==> src/rtl/i2cbe_pkg.sv <==
// Package for the I2C master bit engine: phase type, command codes, constants.
// No dependencies.
package i2cbe_pkg;

    typedef enum logic [2:0] {
        PH_IDLE,
        PH_START,
        PH_STOP,
        PH_WRITE,
        PH_READ,
        PH_RACK,
        PH_WAIT
    } phase_t;

    localparam logic [2:0] KIND_START    = 3'd0;
    localparam logic [2:0] KIND_STOP     = 3'd1;
    localparam logic [2:0] KIND_WRITE    = 3'd2;
    localparam logic [2:0] KIND_READ     = 3'd3;
    localparam logic [2:0] KIND_WAIT_ACK = 3'd4;

    localparam int unsigned TIMEOUT_W = 7;
    localparam logic [TIMEOUT_W-1:0] ACK_TIMEOUT_RST = 7'd100;
    localparam logic [3:0] BITS_PER_BYTE = 4'd8;

endpackage

==> src/rtl/i2cbe_intf.sv <==
// Channel interfaces of the I2C master bit engine: tick/command in, line levels out.
// No dependencies.
interface i2cbe_tick_if;
    logic       valid;
    logic       ready;
    logic       cmd_valid;
    logic [2:0] kind;
    logic [7:0] write_data;
    logic       send_ack;
    logic       sda_in;

    modport source (output valid, cmd_valid, kind, write_data, send_ack, sda_in,
                    input ready);
    modport sink   (input valid, cmd_valid, kind, write_data, send_ack, sda_in,
                    output ready);
endinterface

interface i2cbe_line_if;
    logic       valid;
    logic       ready;
    logic       scl_out;
    logic       sda_out;
    logic       busy_res;
    logic       done_res;
    logic [7:0] read_data;
    logic       ack_missing;

    modport source (output valid, scl_out, sda_out, busy_res, done_res, read_data,
                    ack_missing, input ready);
    modport sink   (input valid, scl_out, sda_out, busy_res, done_res, read_data,
                    ack_missing, output ready);
endinterface

==> src/rtl/i2c_master_bit_engine_unit.sv <==
// I2C master bit engine, top level.
// Depends on i2cbe_pkg and the channel interfaces in i2cbe_intf.sv.
//
// Usage:
//  - tick (sink): one transfer per bus timing tick. It carries the sampled SDA
//    level and, optionally, a command (start, stop, write byte, read byte,
//    wait-for-ACK). A command is taken only when the engine is idle; others
//    are dropped. Codes above wait-for-ACK are ignored.
//  - line (source): one transfer per tick with the SCL/SDA levels, busy,
//    done, the last read byte and the sticky ack-missing flag.
//  - cfg_we/cfg_wdata: writes ack_timeout (reset 100). Write only while idle.
// Latency: the result of a tick is presented on the cycle after its transfer.
// Throughput: one tick per cycle; the line register is the only stage, and a
// new tick is taken in the same cycle the held result is taken.
// Stall: while line is valid and not ready, tick.ready drops and all state
// holds, so the result stays put.
// Reset: lines released (SCL/SDA high), idle, flags and read byte cleared,
// no result pending.
module i2c_master_bit_engine_unit (
    input  logic                             clk,
    input  logic                             rst_n,
    input  logic                             cfg_we,
    input  logic [i2cbe_pkg::TIMEOUT_W-1:0]  cfg_wdata,
    i2cbe_tick_if.sink                       cmd_chan,
    i2cbe_line_if.source                     res_chan
);
    import i2cbe_pkg::*;

    // Engine state
    phase_t                 phase_reg,   phase_next;
    logic [1:0]             step_reg,    step_next;
    logic [3:0]             bits_reg,    bits_next;
    logic [7:0]             shift_reg,   shift_next;
    logic [TIMEOUT_W-1:0]   poll_reg,    poll_next;
    logic                   scl_reg,     scl_next;
    logic                   sda_reg,     sda_next;
    logic                   ack_sel_reg, ack_sel_next;
    logic [7:0]             rbyte_reg,   rbyte_next;
    logic                   miss_reg,    miss_next;
    logic                   done_reg,    done_next;
    logic                   valid_reg;
    logic [TIMEOUT_W-1:0]   timeout_reg;

    logic                   tick_fire;
    logic                   cmd_take;
    logic [TIMEOUT_W:0]     poll_inc;

    // Output register frees as soon as it is taken
    assign cmd_chan.ready = !valid_reg || res_chan.ready;
    assign tick_fire      = cmd_chan.valid && cmd_chan.ready;
    assign cmd_take       = (phase_reg == PH_IDLE) && cmd_chan.cmd_valid
                            && (cmd_chan.kind <= KIND_WAIT_ACK);
    assign poll_inc       = {1'b0, poll_reg} + 1'b1;

    always_comb
    begin
        phase_next   = phase_reg;
        step_next    = step_reg;
        bits_next    = bits_reg;
        shift_next   = shift_reg;
        poll_next    = poll_reg;
        scl_next     = scl_reg;
        sda_next     = sda_reg;
        ack_sel_next = ack_sel_reg;
        rbyte_next   = rbyte_reg;
        miss_next    = miss_reg;
        done_next    = 1'b0;

        // Command launch: first line change happens on the same tick
        if (cmd_take)
        begin
            miss_next = 1'b0;
            step_next = 2'd0;
            bits_next = 4'd0;
            poll_next = '0;
            unique case (cmd_chan.kind)
                KIND_START: phase_next = PH_START;
                KIND_STOP:  phase_next = PH_STOP;
                KIND_WRITE:
                begin
                    phase_next = PH_WRITE;
                    shift_next = cmd_chan.write_data;
                end
                KIND_READ:
                begin
                    phase_next   = PH_READ;
                    shift_next   = 8'd0;
                    ack_sel_next = cmd_chan.send_ack;
                end
                default:    phase_next = PH_WAIT;
            endcase
        end

        unique case (phase_next)
            PH_START:
            begin
                case (step_next)
                    2'd0:    begin sda_next = 1'b1; step_next = 2'd1; end
                    2'd1:    begin scl_next = 1'b1; step_next = 2'd2; end
                    2'd2:    begin sda_next = 1'b0; step_next = 2'd3; end
                    default:
                    begin
                        scl_next   = 1'b0;
                        phase_next = PH_IDLE;
                        step_next  = 2'd0;
                        done_next  = 1'b1;
                    end
                endcase
            end
            PH_STOP:
            begin
                case (step_next)
                    2'd0:
                    begin
                        scl_next  = 1'b0;
                        sda_next  = 1'b0;
                        step_next = 2'd1;
                    end
                    2'd1:    begin scl_next = 1'b1; step_next = 2'd2; end
                    default:
                    begin
                        sda_next   = 1'b1;
                        phase_next = PH_IDLE;
                        step_next  = 2'd0;
                        done_next  = 1'b1;
                    end
                endcase
            end
            PH_WRITE:
            begin
                case (step_next)
                    2'd0:
                    begin
                        scl_next  = 1'b0;
                        sda_next  = shift_next[7];
                        step_next = 2'd1;
                    end
                    2'd1:    begin scl_next = 1'b1; step_next = 2'd2; end
                    default:
                    begin
                        scl_next   = 1'b0;
                        shift_next = {shift_next[6:0], 1'b0};
                        bits_next  = bits_next + 4'd1;
                        step_next  = 2'd0;
                        if (bits_next >= BITS_PER_BYTE)
                        begin
                            phase_next = PH_IDLE;
                            done_next  = 1'b1;
                        end
                    end
                endcase
            end
            PH_READ:
            begin
                if (step_next == 2'd0)
                begin
                    // release SDA before the slave drives the bit
                    scl_next  = 1'b0;
                    sda_next  = 1'b1;
                    step_next = 2'd1;
                end
                else
                begin
                    scl_next   = 1'b1;
                    shift_next = {shift_next[6:0], cmd_chan.sda_in};
                    bits_next  = bits_next + 4'd1;
                    step_next  = 2'd0;
                    if (bits_next >= BITS_PER_BYTE)
                    begin
                        rbyte_next = shift_next;
                        phase_next = PH_RACK;
                    end
                end
            end
            PH_RACK:
            begin
                case (step_next)
                    2'd0:
                    begin
                        scl_next  = 1'b0;
                        sda_next  = !ack_sel_next;
                        step_next = 2'd1;
                    end
                    2'd1:    begin scl_next = 1'b1; step_next = 2'd2; end
                    default:
                    begin
                        scl_next   = 1'b0;
                        phase_next = PH_IDLE;
                        step_next  = 2'd0;
                        done_next  = 1'b1;
                    end
                endcase
            end
            PH_WAIT:
            begin
                case (step_next)
                    2'd0:    begin sda_next = 1'b1; step_next = 2'd1; end
                    2'd1:    begin scl_next = 1'b1; step_next = 2'd2; end
                    default:
                    begin
                        if (!cmd_chan.sda_in)
                        begin
                            scl_next   = 1'b0;
                            phase_next = PH_IDLE;
                            step_next  = 2'd0;
                            done_next  = 1'b1;
                        end
                        else if (poll_inc > {1'b0, timeout_reg})
                        begin
                            // timed out: flag it and run the first stop tick now
                            miss_next  = 1'b1;
                            phase_next = PH_STOP;
                            scl_next   = 1'b0;
                            sda_next   = 1'b0;
                            step_next  = 2'd1;
                        end
                        else
                        begin
                            poll_next = poll_inc[TIMEOUT_W-1:0];
                        end
                    end
                endcase
            end
            default: ;
        endcase
    end

    always_ff @(posedge clk or negedge rst_n)
    begin
        if (!rst_n)
        begin
            phase_reg   <= PH_IDLE;
            step_reg    <= 2'd0;
            bits_reg    <= 4'd0;
            shift_reg   <= 8'd0;
            poll_reg    <= '0;
            scl_reg     <= 1'b1;
            sda_reg     <= 1'b1;
            ack_sel_reg <= 1'b0;
            rbyte_reg   <= 8'd0;
            miss_reg    <= 1'b0;
            done_reg    <= 1'b0;
        end
        else if (tick_fire)
        begin
            phase_reg   <= phase_next;
            step_reg    <= step_next;
            bits_reg    <= bits_next;
            shift_reg   <= shift_next;
            poll_reg    <= poll_next;
            scl_reg     <= scl_next;
            sda_reg     <= sda_next;
            ack_sel_reg <= ack_sel_next;
            rbyte_reg   <= rbyte_next;
            miss_reg    <= miss_next;
            done_reg    <= done_next;
        end
    end

    // Result valid: set by a tick, cleared once taken with no new tick behind it
    always_ff @(posedge clk or negedge rst_n)
    begin
        if (!rst_n)
        begin
            valid_reg <= 1'b0;
        end
        else if (tick_fire)
        begin
            valid_reg <= 1'b1;
        end
        else if (res_chan.ready)
        begin
            valid_reg <= 1'b0;
        end
    end

    always_ff @(posedge clk or negedge rst_n)
    begin
        if (!rst_n)
        begin
            timeout_reg <= ACK_TIMEOUT_RST;
        end
        else if (cfg_we)
        begin
            timeout_reg <= cfg_wdata;
        end
    end

    // State after the tick is the result payload; it holds while stalled
    assign res_chan.valid       = valid_reg;
    assign res_chan.scl_out     = scl_reg;
    assign res_chan.sda_out     = sda_reg;
    assign res_chan.busy_res    = (phase_reg != PH_IDLE);
    assign res_chan.done_res    = done_reg;
    assign res_chan.read_data   = rbyte_reg;
    assign res_chan.ack_missing = miss_reg;

endmodule

==> src/flat_wrapper.sv <==
// flat-port wrapper written by rule: the top's interface ports become plain ports
module i2c_master_bit_engine_unit_flat import i2cbe_pkg::*;
  (clk, rst_n, cfg_we, cfg_wdata, cmd_chan_valid, cmd_chan_cmd_valid, cmd_chan_kind, cmd_chan_write_data, cmd_chan_send_ack, cmd_chan_sda_in, cmd_chan_ready, res_chan_valid, res_chan_scl_out, res_chan_sda_out, res_chan_busy_res, res_chan_done_res, res_chan_read_data, res_chan_ack_missing, res_chan_ready);
  i2cbe_tick_if cmd_chan_i ();
  i2cbe_line_if res_chan_i ();
  input  logic clk;
  input  logic rst_n;
  input  logic cfg_we;
  input  logic [i2cbe_pkg::TIMEOUT_W-1:0] cfg_wdata;
  input wire logic [$bits(cmd_chan_i.valid)-1:0] cmd_chan_valid;
  input wire logic [$bits(cmd_chan_i.cmd_valid)-1:0] cmd_chan_cmd_valid;
  input wire logic [$bits(cmd_chan_i.kind)-1:0] cmd_chan_kind;
  input wire logic [$bits(cmd_chan_i.write_data)-1:0] cmd_chan_write_data;
  input wire logic [$bits(cmd_chan_i.send_ack)-1:0] cmd_chan_send_ack;
  input wire logic [$bits(cmd_chan_i.sda_in)-1:0] cmd_chan_sda_in;
  output wire logic [$bits(cmd_chan_i.ready)-1:0] cmd_chan_ready;
  output wire logic [$bits(res_chan_i.valid)-1:0] res_chan_valid;
  output wire logic [$bits(res_chan_i.scl_out)-1:0] res_chan_scl_out;
  output wire logic [$bits(res_chan_i.sda_out)-1:0] res_chan_sda_out;
  output wire logic [$bits(res_chan_i.busy_res)-1:0] res_chan_busy_res;
  output wire logic [$bits(res_chan_i.done_res)-1:0] res_chan_done_res;
  output wire logic [$bits(res_chan_i.read_data)-1:0] res_chan_read_data;
  output wire logic [$bits(res_chan_i.ack_missing)-1:0] res_chan_ack_missing;
  input wire logic [$bits(res_chan_i.ready)-1:0] res_chan_ready;
  assign cmd_chan_i.valid = cmd_chan_valid;
  assign cmd_chan_i.cmd_valid = cmd_chan_cmd_valid;
  assign cmd_chan_i.kind = cmd_chan_kind;
  assign cmd_chan_i.write_data = cmd_chan_write_data;
  assign cmd_chan_i.send_ack = cmd_chan_send_ack;
  assign cmd_chan_i.sda_in = cmd_chan_sda_in;
  assign cmd_chan_ready = cmd_chan_i.ready;
  assign res_chan_valid = res_chan_i.valid;
  assign res_chan_scl_out = res_chan_i.scl_out;
  assign res_chan_sda_out = res_chan_i.sda_out;
  assign res_chan_busy_res = res_chan_i.busy_res;
  assign res_chan_done_res = res_chan_i.done_res;
  assign res_chan_read_data = res_chan_i.read_data;
  assign res_chan_ack_missing = res_chan_i.ack_missing;
  assign res_chan_i.ready = res_chan_ready;
  i2c_master_bit_engine_unit u_core (.clk(clk), .rst_n(rst_n), .cfg_we(cfg_we), .cfg_wdata(cfg_wdata), .cmd_chan(cmd_chan_i), .res_chan(res_chan_i));
endmodule
==> config.mk <==
export PLATFORM = sky130hd
export DESIGN_NAME = i2c_master_bit_engine_unit_flat
export DESIGN_NICKNAME = d
export VERILOG_FILES = /design/src/rtl/i2cbe_pkg.sv /design/src/rtl/i2cbe_intf.sv /design/src/rtl/i2c_master_bit_engine_unit.sv /design/src/flat_wrapper.sv
export SDC_FILE = /design/constraint.sdc
export NUM_CORES = 1
export LEC_CHECK = 0
export ABC_CLOCK_PERIOD_IN_PS = 4840
export BUFFER_PORTS_ARGS = -buffer_cell sky130_fd_sc_hd__buf_4
export CAP_MARGIN = 25
export CORE_UTILIZATION = 50
export DETAILED_ROUTE_END_ITERATION = 8
export HOLD_SLACK_MARGIN = 0.12
export PLACE_DENSITY = 0.71
export SETUP_SLACK_MARGIN = 0.5
export SYNTH_ARGS = -nofsm -noshare
export SYNTH_HDL_FRONTEND = slang
export SYNTH_SLANG_ARGS = --single-unit
==> constraint.sdc <==
create_clock -name clk -period 4.84 [get_ports clk]
set_input_delay 0.484 -clock clk [delete_from_list [all_inputs] [get_ports clk]]
set_output_delay 0.484 -clock clk [all_outputs]
set_load 0.05 [all_outputs]
==> results of run 1 <==
logic make-up (layout without fill, tap and decap cells):
kind of cell             count (synthesis)  count (layout)  synth area share
XOR/XNOR                                 8               8            0.0240
flip-flops                              45              45             0.388
multiplexers                            17              17            0.0625
AO/OA/AOI/OAI                           98              98             0.214
AND/OR/NAND/NOR                        116             116             0.201
adder cells (fa/ha/maj)                 15              15            0.0642
buffers and inverters                   34              64            0.0471
metal layers:
| metal | vias to the layer above | share of wire | track usage |
|---|---|---|---|
| met3 | 16 | 0.065 | 0.0442 |
| li1 | 1251 | - | - |
| met4 | 0 | 0.023 | 0.106 |
| met5 | - | 0 | 0 |
| met1 | 1187 | 0.46 | 0.331 |
| met2 | 97 | 0.46 | 0.373 |
metrics by stage:
step / area, µm² / worst slack [ns] / util / hold slack, ns
after floorplan: 2920 / 2.05 / - / 0.188
after global placement: 3240 / 1.74 / 0.581 / 0.461
after detailed placement: 3240 / 1.54 / 0.581 / 0.471
after CTS: 3350 / 1.55 / 0.602 / 0.199
after global routing: 3350 / 1.15 / 0.602 / 0.219
final: 3350 / 1.48 / 0.602 / 0.175
synth_stat cells (2+ instances only):
master / n
a21boi_0: 2
nand2_1: 45
nand4_1: 2
nor3_1: 7
or2_2: 3
a41oi_1: 3
mux2_2: 10
a21oi_1: 24
nand2b_1: 6
a211oi_1: 3
a22o_1: 3
a32o_1: 2
inv_1: 15
xnor2_1: 3
and2_1: 6
and3_1: 4
nor2_1: 14
buf_2: 5
a31oi_1: 5
clkbuf_1: 13
o21ai_0: 36
nor3b_1: 5
ha_1: 15
xor2_1: 5
a21o_1: 3
a31o_2: 2
mux2i_1: 7
nand3_1: 11
or3_1: 3
dfrtp_1: 40
nor2b_1: 4
dfstp_2: 5
power by group:
group	internal [mW]	switching, mW
clock network	0.168	0.128
logic	0.293	0.458
registers	0.469	0.0851
total	0.931	0.671
worst paths after layout:
path	endpoint	slack (ns)
setup / recovery	u_core.res_chan.sda_out$_DFFE_PN1P_	1.48
hold / removal	u_core.timeout_reg[1]$_DFFE_PN0P_	0.18
setup reg to reg	u_core.res_chan.sda_out$_DFFE_PN1P_	1.48
hold reg to reg	u_core.shift_reg[3]$_DFFE_PN0P_	0.49
max in group asynchronous	u_core.phase_reg[2]$_DFFE_PN0P_	4.27
min in group clk	u_core.timeout_reg[6]$_DFFE_PN1P_	0.40
area by class of cell:
class / count / area (µm²)
Clock buffer: 7 / 86.3
Multi-Input combinational cell: 254 / 1650
Clock inverter: 1 / 30.0
Fill cell: 500 / 2220
Sequential cell: 45 / 1130
Inverter: 15 / 56.3
Tap cell: 72 / 90.1
Timing Repair Buffer: 41 / 308
critical path: cells and delay by family (launching register included):
family	cells	cell delay, ns
compound gates	2	0.75
fa+ha+maj	1	0.26
buf+inv	1	0.12
flops	1	0.51
mux	1	0.37
simple gates	4	1.28
==> results.py, run 1 <==
metrics = {
    "run_status": {
        "outcome": "finished clean",
    },
    "clock_network": {
        "cts_setup_buffers": 0,
        "ctsResizeCount": 0,
        "ctsHoldBuffers": 0,
        "cts-root-buf": "clkbuf_8",
        "clock_latency_ns": 0.29,
        "numCtsBuffers": 5,
        "cts_buffer_depth": 2,
        "cts_tree": "done",
        "clock-sinks": 45,
        "clk_pin_slew_ns": 0.09,
        "cts_max_level": 2,
    },
    "die": {
        "die_x_um": 78.4,
        "io_pins": 41,
        "row_count": 27,
        "initial_core_util": 0.524,
        "dieArea_mm2": 0.00615,
        "coreArea_mm2": 0.00557,
        "die_h_um": 78.4,
    },
    "worst_setup_path": {
        "cpPeakStageDelay_ns": 0.64,
        "worst_path_most_repeated_cell": "nand2_1",
        "crit_fanout": 10,
        "critical_path_class": "reg -> reg",
        "worstPathCellList": "nor4b_4 -> nand2_1 -> nand2_1 -> inv_1 -> ha_1 -> a2111oi_0 -> a211oi_1 -> nor4_1 -> mux2_2",
        "rr_worst_depth": 9,
        "crit_start": "u_core.phase_reg[1]$_DFFE_PN0P_",
        "r2r_start": "u_core.phase_reg[1]$_DFFE_PN0P_",
        "cp.arrival_ns": 3.59,
        "cpMaxStageDelayCell": "a2111oi_0",
        "required_ns": 5.07,
        "start_kind": "flop",
        "end_kind": "flop",
    },
    "synth": {
        "synth_warnings": 0,
        "synth_nets": 374,
        "ys_async_sr_fraction": 1.00,
        "synth.area.top_cells": "dfrtp_1, ha_1, o21ai_0",
        "yosysTopAreaCell": "dfrtp_1",
        "syn_area_mm2": 0.00292,
        "syn_avg_cell_area_um2": 8.77,
        "ys_seq_area_frac": 0.388,
        "ys_seq_elements": 45,
        "synth.top_cell.area_share": 0.343,
        "synthCells": 333,
        "synthFlopType": "dfrtp_1",
        "synth-edff-count": 0,
        "netlist-cell-type-count": 54,
    },
    "timing": {
        "final.min_clock_period_ns": 3.36,
        "drv_slew": 0,
        "setup_viol": 0,
        "tightest_slew_ns": 0.790,
        "rsz0062_at_grt": "no",
        "finalHoldViolCount": 0,
        "finClkSkew_ns": 0.00415,
        "fin_crit_sh": 0.695,
        "slew_headroom": 0.460,
        "max_freq_ghz": 0.297,
        "setup_tns_ns": 0,
    },
    "routing": {
        "firstDrtPassIters": 4,
        "wirelength_um": 6910,
        "via_per_inst": 5.86,
        "drc": 0,
        "wire_per_inst_um": 15.9,
        "num_vias": 2551,
        "final_antenna_net_count": 0,
        "drt_iter0_markers": 319,
    },
    "global_route": {
        "gr-usage-all-layers": 0.242,
        "grt_pass1_wl_um": 11600,
        "grt_remaining_overflow": 0,
        "antenna_found_initial": 0,
        "grt_max_degree": 46,
        "grt_pass1_vias": 2422,
    },
    "finish": {
        "antenna_cells": 0,
        "fin_cells": 435,
        "drive_gt1_frac": 0.201,
        "syn_to_final_growth_pct": 14.8,
        "final_common_cell": "nand2_1",
        "mostFrequentLayoutCells": "nand2_1, buf_4, dfrtp_1",
        "fin_nets": 403,
    },
    "power_and_ir_drop": {
        "p_per_area_mw_per_mm2": 477,
        "p_leak_nw": 1.51,
        "worst_ir_drop_vdd_v": 0.000236,
        "power_mw": 1.60,
    },
    "placed_design": {
        "dp_cells": 427,
        "numPortBuffers": 40,
        "gp_congestion": 0.935,
        "hpwl_um": 5030,
    },
    "flow_run": {
        "maxCapViolCount": 0,
    },
    "worst_hold_path": {
        "hold_class": "in -> async",
    },
}
Note: power is estimated with default switching activity, not from simulation.
==> run 2, diff against run 1 <==
--- a/config.mk
+++ b/config.mk
@@ -5,13 +5,14 @@
 export SDC_FILE = /design/constraint.sdc
 export NUM_CORES = 1
 export LEC_CHECK = 0
-export ABC_CLOCK_PERIOD_IN_PS = 4840
+export ABC_AREA = 1
+export ABC_CLOCK_PERIOD_IN_PS = 2800
 export BUFFER_PORTS_ARGS = -buffer_cell sky130_fd_sc_hd__buf_4
 export CAP_MARGIN = 25
 export CORE_UTILIZATION = 50
 export DETAILED_ROUTE_END_ITERATION = 8
 export HOLD_SLACK_MARGIN = 0.12
-export PLACE_DENSITY = 0.71
+export PLACE_DENSITY = 0.73
 export SETUP_SLACK_MARGIN = 0.5
 export SYNTH_ARGS = -nofsm -noshare
 export SYNTH_HDL_FRONTEND = slang
==> constraint.sdc (replaced) <==
create_clock -name clk -period 2.8 [get_ports clk]
set_input_delay 0.28 -clock clk [delete_from_list [all_inputs] [get_ports clk]]
set_output_delay 0.28 -clock clk [all_outputs]
set_load 0.05 [all_outputs]
==> run 2 against run 1 <==
  * Cell area grew 23%
  * Register-to-register slack lost 1.1 ns
  * Hold slack is essentially flat
  * Global-route usage grew 0.60 points
  * Maximum frequency grew 38%
  * Die area grew 13%
  * First-iteration DRC count shrank 28%
  * Critical path depth grew 9
  * Area after synthesis grew 14%
  * Synthesized cell count grew 43%
  * Clock power grew 78%
==> results.py, run 2 <==
metrics = {
    "clock_network": {
        "clk_pin_slew_ns": 0.09,
        "cts_max_level": 2,
        "numCtsBuffers": 5,
        "clock-sinks": 45,
        "cts_tree": "done",
        "cts_buffer_depth": 2,
        "cts-root-buf": "clkbuf_8",
        "clock_latency_ns": 0.30,
    },
    "timing": {
        "setup_viol": 0,
        "finClkSkew_ns": 0.00914,
        "tightest_slew_ns": 0.731,
        "slew_headroom": 0.512,
        "final.min_clock_period_ns": 2.44,
        "setup_tns_ns": 0,
        "max_freq_ghz": 0.410,
        "rsz0062_at_grt": "yes",
        "whs_ns": 0.175,
        "finalHoldViolCount": 0,
        "fin_crit_sh": 0.872,
        "drv_slew": 0,
    },
    "worst_setup_path": {
        "cp.arrival_ns": 2.64,
        "end_kind": "flop",
        "required_ns": 2.99,
        "start_kind": "flop",
        "r2r_start": "u_core.poll_reg[0]$_DFFE_PN0P_",
        "crit_start": "u_core.poll_reg[0]$_DFFE_PN0P_",
        "critical_path_class": "reg -> reg",
        "crit_fanout": 7,
    },
    "finish": {
        "multi_input_area_mm2": 0.00206,
        "fillers": 558,
        "seq_area_mm2": 0.00113,
        "mostFrequentLayoutCells": "nand2_1, buf_4, inv_1",
        "antenna_cells": 0,
        "syn_to_final_growth_pct": 24.7,
        "fin_nets": 579,
        "final_common_cell": "nand2_1",
        "drive_gt1_frac": 0.289,
    },
    "die": {
        "io_pins": 41,
        "coreArea_mm2": 0.00639,
        "die_h_um": 83.5,
        "die_x_um": 83.5,
        "row_count": 29,
        "initial_core_util": 0.520,
        "dieArea_mm2": 0.00697,
    },
    "synth": {
        "synthSimpleGateAreaFrac": 0.367,
        "synth-xor-area-share": 0.0132,
        "synthFlopType": "dfrtp_1",
        "synth_compound_area_frac": 0.129,
        "synth.area.top_cells": "dfrtp_1, nand2_1, inv_1",
        "synthAdderAreaFrac": 0.0565,
        "synthCells": 476,
        "syn_avg_cell_area_um2": 6.98,
        "synth.top_cell.area_share": 0.301,
        "synth_nets": 517,
        "synth.area.mux_share": 0.00339,
        "ys_seq_area_frac": 0.341,
        "yosysTopAreaCell": "dfrtp_1",
        "synth-edff-count": 0,
        "ys_seq_elements": 45,
        "synth_warnings": 0,
        "ys_async_sr_fraction": 1.00,
        "syn_area_mm2": 0.00332,
        "synthTopCellsByCount": "nand2_1, inv_1, nor2_1",
        "netlist-cell-type-count": 39,
        "synth.most_common_cell": "nand2_1",
        "synth_top_family_by_area": "simple AND/OR/NAND/NOR gates",
    },
    "routing": {
        "firstDrtPassIters": 5,
        "final_antenna_net_count": 0,
        "via_per_inst": 5.29,
        "drt_iter0_markers": 230,
        "drc": 0,
        "wirelength_um": 8570,
        "num_vias": 3256,
        "wire_per_inst_um": 13.9,
    },
    "run_status": {
        "outcome": "finished clean",
    },
    "global_route": {
        "antenna_found_initial": 0,
        "grt_max_degree": 46,
        "grt_pass1_vias": 3098,
        "gr-usage-all-layers": 0.248,
        "grt_remaining_overflow": 0,
        "grt_pass1_wl_um": 14200,
    },
    "placed_design": {
        "gp_congestion": 0.884,
        "hpwl_um": 5810,
        "numPortBuffers": 40,
    },
    "power_and_ir_drop": {
        "p_leak_nw": 2.21,
        "p_per_area_mw_per_mm2": 1010,
        "worst_ir_drop_vdd_v": 0.000711,
    },
    "worst_hold_path": {
        "min_from": "cfg_wdata[5]",
        "hold_class": "in -> reg",
    },
    "flow_run": {
        "maxCapViolCount": 0,
    },
}
-- run 2: cell types whose count changed after synthesis, moves of 7 or more --
cell,change
nand2_1,+111
inv_1,+41
nor2_1,+33
nand3_1,+20
o21ai_0,-14
clkbuf_1,-10
mux2_2,-9
o21ai_2,+9
inv_2,+7
mux2i_1,-7
nor2_4,+7
-- run 2: cell families (layout without fill, tap and decap cells) --
family / after synthesis / count (layout)
and+or+nand+nor: 264 / 264
adders and majority gates: 15 / 15
xor gates and xnor gates: 5 / 5
muxes: 1 / 1
DFF: 45 / 45
AOI/OAI and AO/OA: 72 / 72
buffers and inverters: 74 / 137
-- run 2: area by class of cell --
type,instances,share of cell area
Clock inverter,1,0.00725
Inverter,64,0.0589
Multi-Input combinational cell,357,0.497
Sequential cell,45,0.274
Timing Repair Buffer,65,0.118
Tap cell,77,0.0233
Clock buffer,7,0.0208
-- run 2: path summary, 6_finish.rpt --
check	to	cells after the start	slack [ns]
hold / removal	u_core.timeout_reg[5]$_DFFE_PN1P_	3	0.18
min in group asynchronous	u_core.res_chan.valid$_DFFE_PN0P_	2	0.52
hold reg to reg	u_core.res_chan.scl_out$_DFFE_PN1P_	2	0.47
setup / recovery	u_core.poll_reg[6]$_DFFE_PN0P_	18	0.36
setup reg to reg	u_core.poll_reg[6]$_DFFE_PN0P_	18	0.36
max in group asynchronous	u_core.phase_reg[1]$_DFFE_PN0P_	2	1.85
-- run 2: critical path, cell delays in order, from the launching register on --
cell and delay (ns):
dfrtp_1 0.40, ha_2 0.23, nand2_4 0.07, nor2_4 0.11
buf_4 0.11, inv_1 0.03, nand2_1 0.08, inv_1 0.05
ha_1 0.21, a21oi_2 0.15, nor2_1 0.06, nor2_1 0.16
nand2_2 0.10, nand2_4 0.10, nand2_4 0.07, nor2_4 0.17
nand2_1 0.10, nand2_1 0.08, o21ai_1 0.06
-- run 2: through the flow --
step	power, mW	area (µm²)	utilization	std cells	worst slack [ns]
after floorplan	2.77	3320	-	476	0.504
after global placement	3.28	3710	0.581	589	0.357
after detailed placement	3.32	3710	0.581	589	0.220
after CTS	3.95	3980	0.623	607	0.439
after global routing	4.49	4140	0.649	616	0.199
final	4.17	4140	0.649	616	0.358
-- run 2: routing by layer --
layer,global-route usage,vias up,part of all wire
li1,-,1630,-
met1,0.339,1508,0.45
met2,0.412,100,0.48
met3,0.0307,18,0.051
met4,0.0724,0,0.015
met5,0,-,0
-- run 2: timing repair --
| action | CTS | global route |
|---|---|---|
| gates resized for setup | 20 | 27 |
| hold buffers | 1 | 0 |
| buffers inserted | 9 | 9 |
| setup endpoints to repair | 22 | 33 |
| hold endpoints to repair | 40 | 0 |
| pin swaps | 15 | 20 |
-- run 2: where the power goes --
| group | internal [mW] | switching (mW) | total (mW) |
|---|---|---|---|
| registers | 0.881 | 0.158 | 1.04 |
| logic | 0.920 | 1.69 | 2.61 |
| clock network | 0.292 | 0.236 | 0.528 |
| total | 2.09 | 2.08 | 4.17 |
==> run 3, diff against run 2 <==
--- a/config.mk
+++ b/config.mk
@@ -13,6 +13,7 @@
 export DETAILED_ROUTE_END_ITERATION = 8
 export HOLD_SLACK_MARGIN = 0.12
 export PLACE_DENSITY = 0.73
+export RECOVER_POWER = 25
 export SETUP_SLACK_MARGIN = 0.5
 export SYNTH_ARGS = -nofsm -noshare
 export SYNTH_HDL_FRONTEND = slang
==> run 3 against run 2 <==
  * First-iteration DRC count unchanged
  * Clock skew about the same
  * Largest power group unchanged
  * Largest cell class unchanged
  * Sequential power about the same
  * Highest routed layer unchanged
==> results.py, run 3 (synthesis gave the netlist of run 2 again) <==
metrics = {
    "worst_setup_path": {
        "start_kind": "flop",
        "reg2reg_slack_ns": 0.36,
        "required_ns": 2.99,
        "critical_path_class": "reg -> reg",
        "cp.arrival_ns": 2.64,
        "crit_fanout": 7,
        "end_kind": "flop",
    },
    "placed_design": {
        "gp_congestion": 0.884,
        "hpwl_um": 5810,
        "dp_slack_ns": 0.220,
        "numPortBuffers": 40,
    },
    "power_and_ir_drop": {
        "worst_ir_drop_vdd_v": 0.000711,
        "p_sw_frac": 0.499,
        "p_per_area_mw_per_mm2": 1010,
        "intPower_mw": 2.09,
        "clock_power_share": 0.126,
        "switchingPower_mw": 2.08,
        "combPwrFrac": 0.624,
        "p_seq_frac": 0.249,
        "p_leak_nw": 2.21,
    },
    "finish": {
        "syn_to_final_growth_pct": 24.6,
        "fillers": 559,
        "seq_area_mm2": 0.00113,
        "mostFrequentLayoutCells": "nand2_1, buf_4, inv_1",
        "fin_nets": 579,
        "drive_gt1_frac": 0.289,
        "multi_input_area_mm2": 0.00206,
        "post-route-util": 0.648,
        "antenna_cells": 0,
        "final_common_cell": "nand2_1",
    },
    "global_route": {
        "antenna_found_initial": 0,
        "grt_remaining_overflow": 0,
        "grt_pass1_vias": 3098,
        "gr-usage-all-layers": 0.248,
        "grt_pass1_wl_um": 14200,
        "grt_max_degree": 46,
    },
    "routing": {
        "final_antenna_net_count": 0,
        "wire_per_inst_um": 13.9,
        "firstDrtPassIters": 5,
        "drt_iter0_markers": 230,
        "via_per_inst": 5.30,
        "drc": 0,
        "wirelength_um": 8580,
        "num_vias": 3265,
    },
    "timing": {
        "worst_slack_ns": 0.358,
        "drv_slew": 0,
        "setup_tns_ns": 0,
        "finalHoldViolCount": 0,
        "max_freq_ghz": 0.410,
        "final.min_clock_period_ns": 2.44,
        "tightest_slew_ns": 1.17,
        "rsz0062_at_grt": "yes",
        "setup_viol": 0,
        "slew_headroom": 0.223,
        "fin_crit_sh": 0.872,
        "finClkSkew_ns": 0.00914,
    },
    "clock_network": {
        "numCtsBuffers": 5,
        "cts_tree": "done",
        "cts-root-buf": "clkbuf_8",
        "clock-sinks": 45,
        "clk_pin_slew_ns": 0.09,
        "clock_latency_ns": 0.30,
        "cts_max_level": 2,
        "cts_buffer_depth": 2,
    },
    "die": {
        "io_pins": 41,
        "coreArea_mm2": 0.00639,
        "die_h_um": 83.5,
        "die_x_um": 83.5,
        "initial_core_util": 0.520,
        "row_count": 29,
        "dieArea_mm2": 0.00697,
    },
    "worst_hold_path": {
        "hold_class": "in -> reg",
    },
    "flow_run": {
        "maxCapViolCount": 0,
    },
    "run_status": {
        "outcome": "finished clean",
    },
}
-- run 3: cell count changes in the layout (fill, tap and decap cells not counted), sizes merged --
cell / previous run / this run
clkbuf: 7 / 8
buf: 64 / 63
-- run 3: area by class of cell --
cell class              count  area share
clock buffers               7      0.0209
clock inverters             1     0.00725
inverters                  64      0.0589
multi-input cells         357       0.498
flip-flops and latches     45       0.274
well taps                  77      0.0233
repair buffers             65       0.118
-- run 3: worst paths after layout --
kind / from / end / cells past startpoint
max reg2reg: u_core.poll_reg[0]$_DFFE_PN0P_ / u_core.poll_reg[6]$_DFFE_PN0P_ / 18
min reg2reg: u_core.res_chan.scl_out$_DFFE_PN1P_ / u_core.res_chan.scl_out$_DFFE_PN1P_ / 2
max: u_core.poll_reg[0]$_DFFE_PN0P_ / u_core.poll_reg[6]$_DFFE_PN0P_ / 18
min in group asynchronous: rst_n / u_core.res_chan.valid$_DFFE_PN0P_ / 2
max in group asynchronous: rst_n / u_core.phase_reg[1]$_DFFE_PN0P_ / 2
min: cfg_wdata[5] / u_core.timeout_reg[5]$_DFFE_PN1P_ / 3
-- run 3: power by group through the flow --
stage | Clock (mW) | Sequential, mW | Combinational (mW)
final | 0.528 | 1.04 | 2.61
after global routing | 0.552 | 1.07 | 2.88
after CTS | 0.532 | 1.03 | 2.39
after detailed placement | 0 | 1.04 | 2.27
after global placement | 0 | 1.03 | 2.24
after floorplan | 0 | 1.23 | 1.55
-- run 3: worst max-delay path, cell delays in order (launching register included) --
cell	delay (ns)
dfrtp_1	0.40
ha_2	0.23
nand2_4	0.07
nor2_4	0.11
buf_4	0.11
inv_1	0.03
nand2_1	0.08
inv_1	0.05
ha_1	0.21
a21oi_2	0.15
nor2_1	0.06
nor2_1	0.16
nand2_2	0.10
nand2_4	0.10
nand2_4	0.07
nor2_4	0.17
nand2_1	0.10
nand2_1	0.08
o21ai_1	0.06
-- run 3: layer usage --
| layer | wire length, µm | global-route usage |
|---|---|---|
| met5 | 0 | 0 |
| met4 | 130 | 0.0724 |
| met3 | 447 | 0.0307 |
| met2 | 4100 | 0.412 |
| met1 | 3900 | 0.339 |
-- run 3: what timing repair did --
action	in CTS	in global routing
hold endpoints to repair	40	0
resized for setup	20	27
endpoints found under the setup margin	22	33
hold buffers	1	0
pin swaps	15	20
buffers inserted	9	9
-- run 3: through the flow --
step | instance area, µm² | power (mW) | hold slack, ns | instances
CTS | 3980 | 3.95 | 0.178 | 607
detailed placement | 3710 | 3.32 | 0.333 | 589
global route | 4140 | 4.49 | 0.185 | 616
finish | 4140 | 4.18 | 0.176 | 616
floorplan | 3320 | 2.77 | -0.0156 | 476
global placement | 3710 | 3.28 | 0.325 | 589
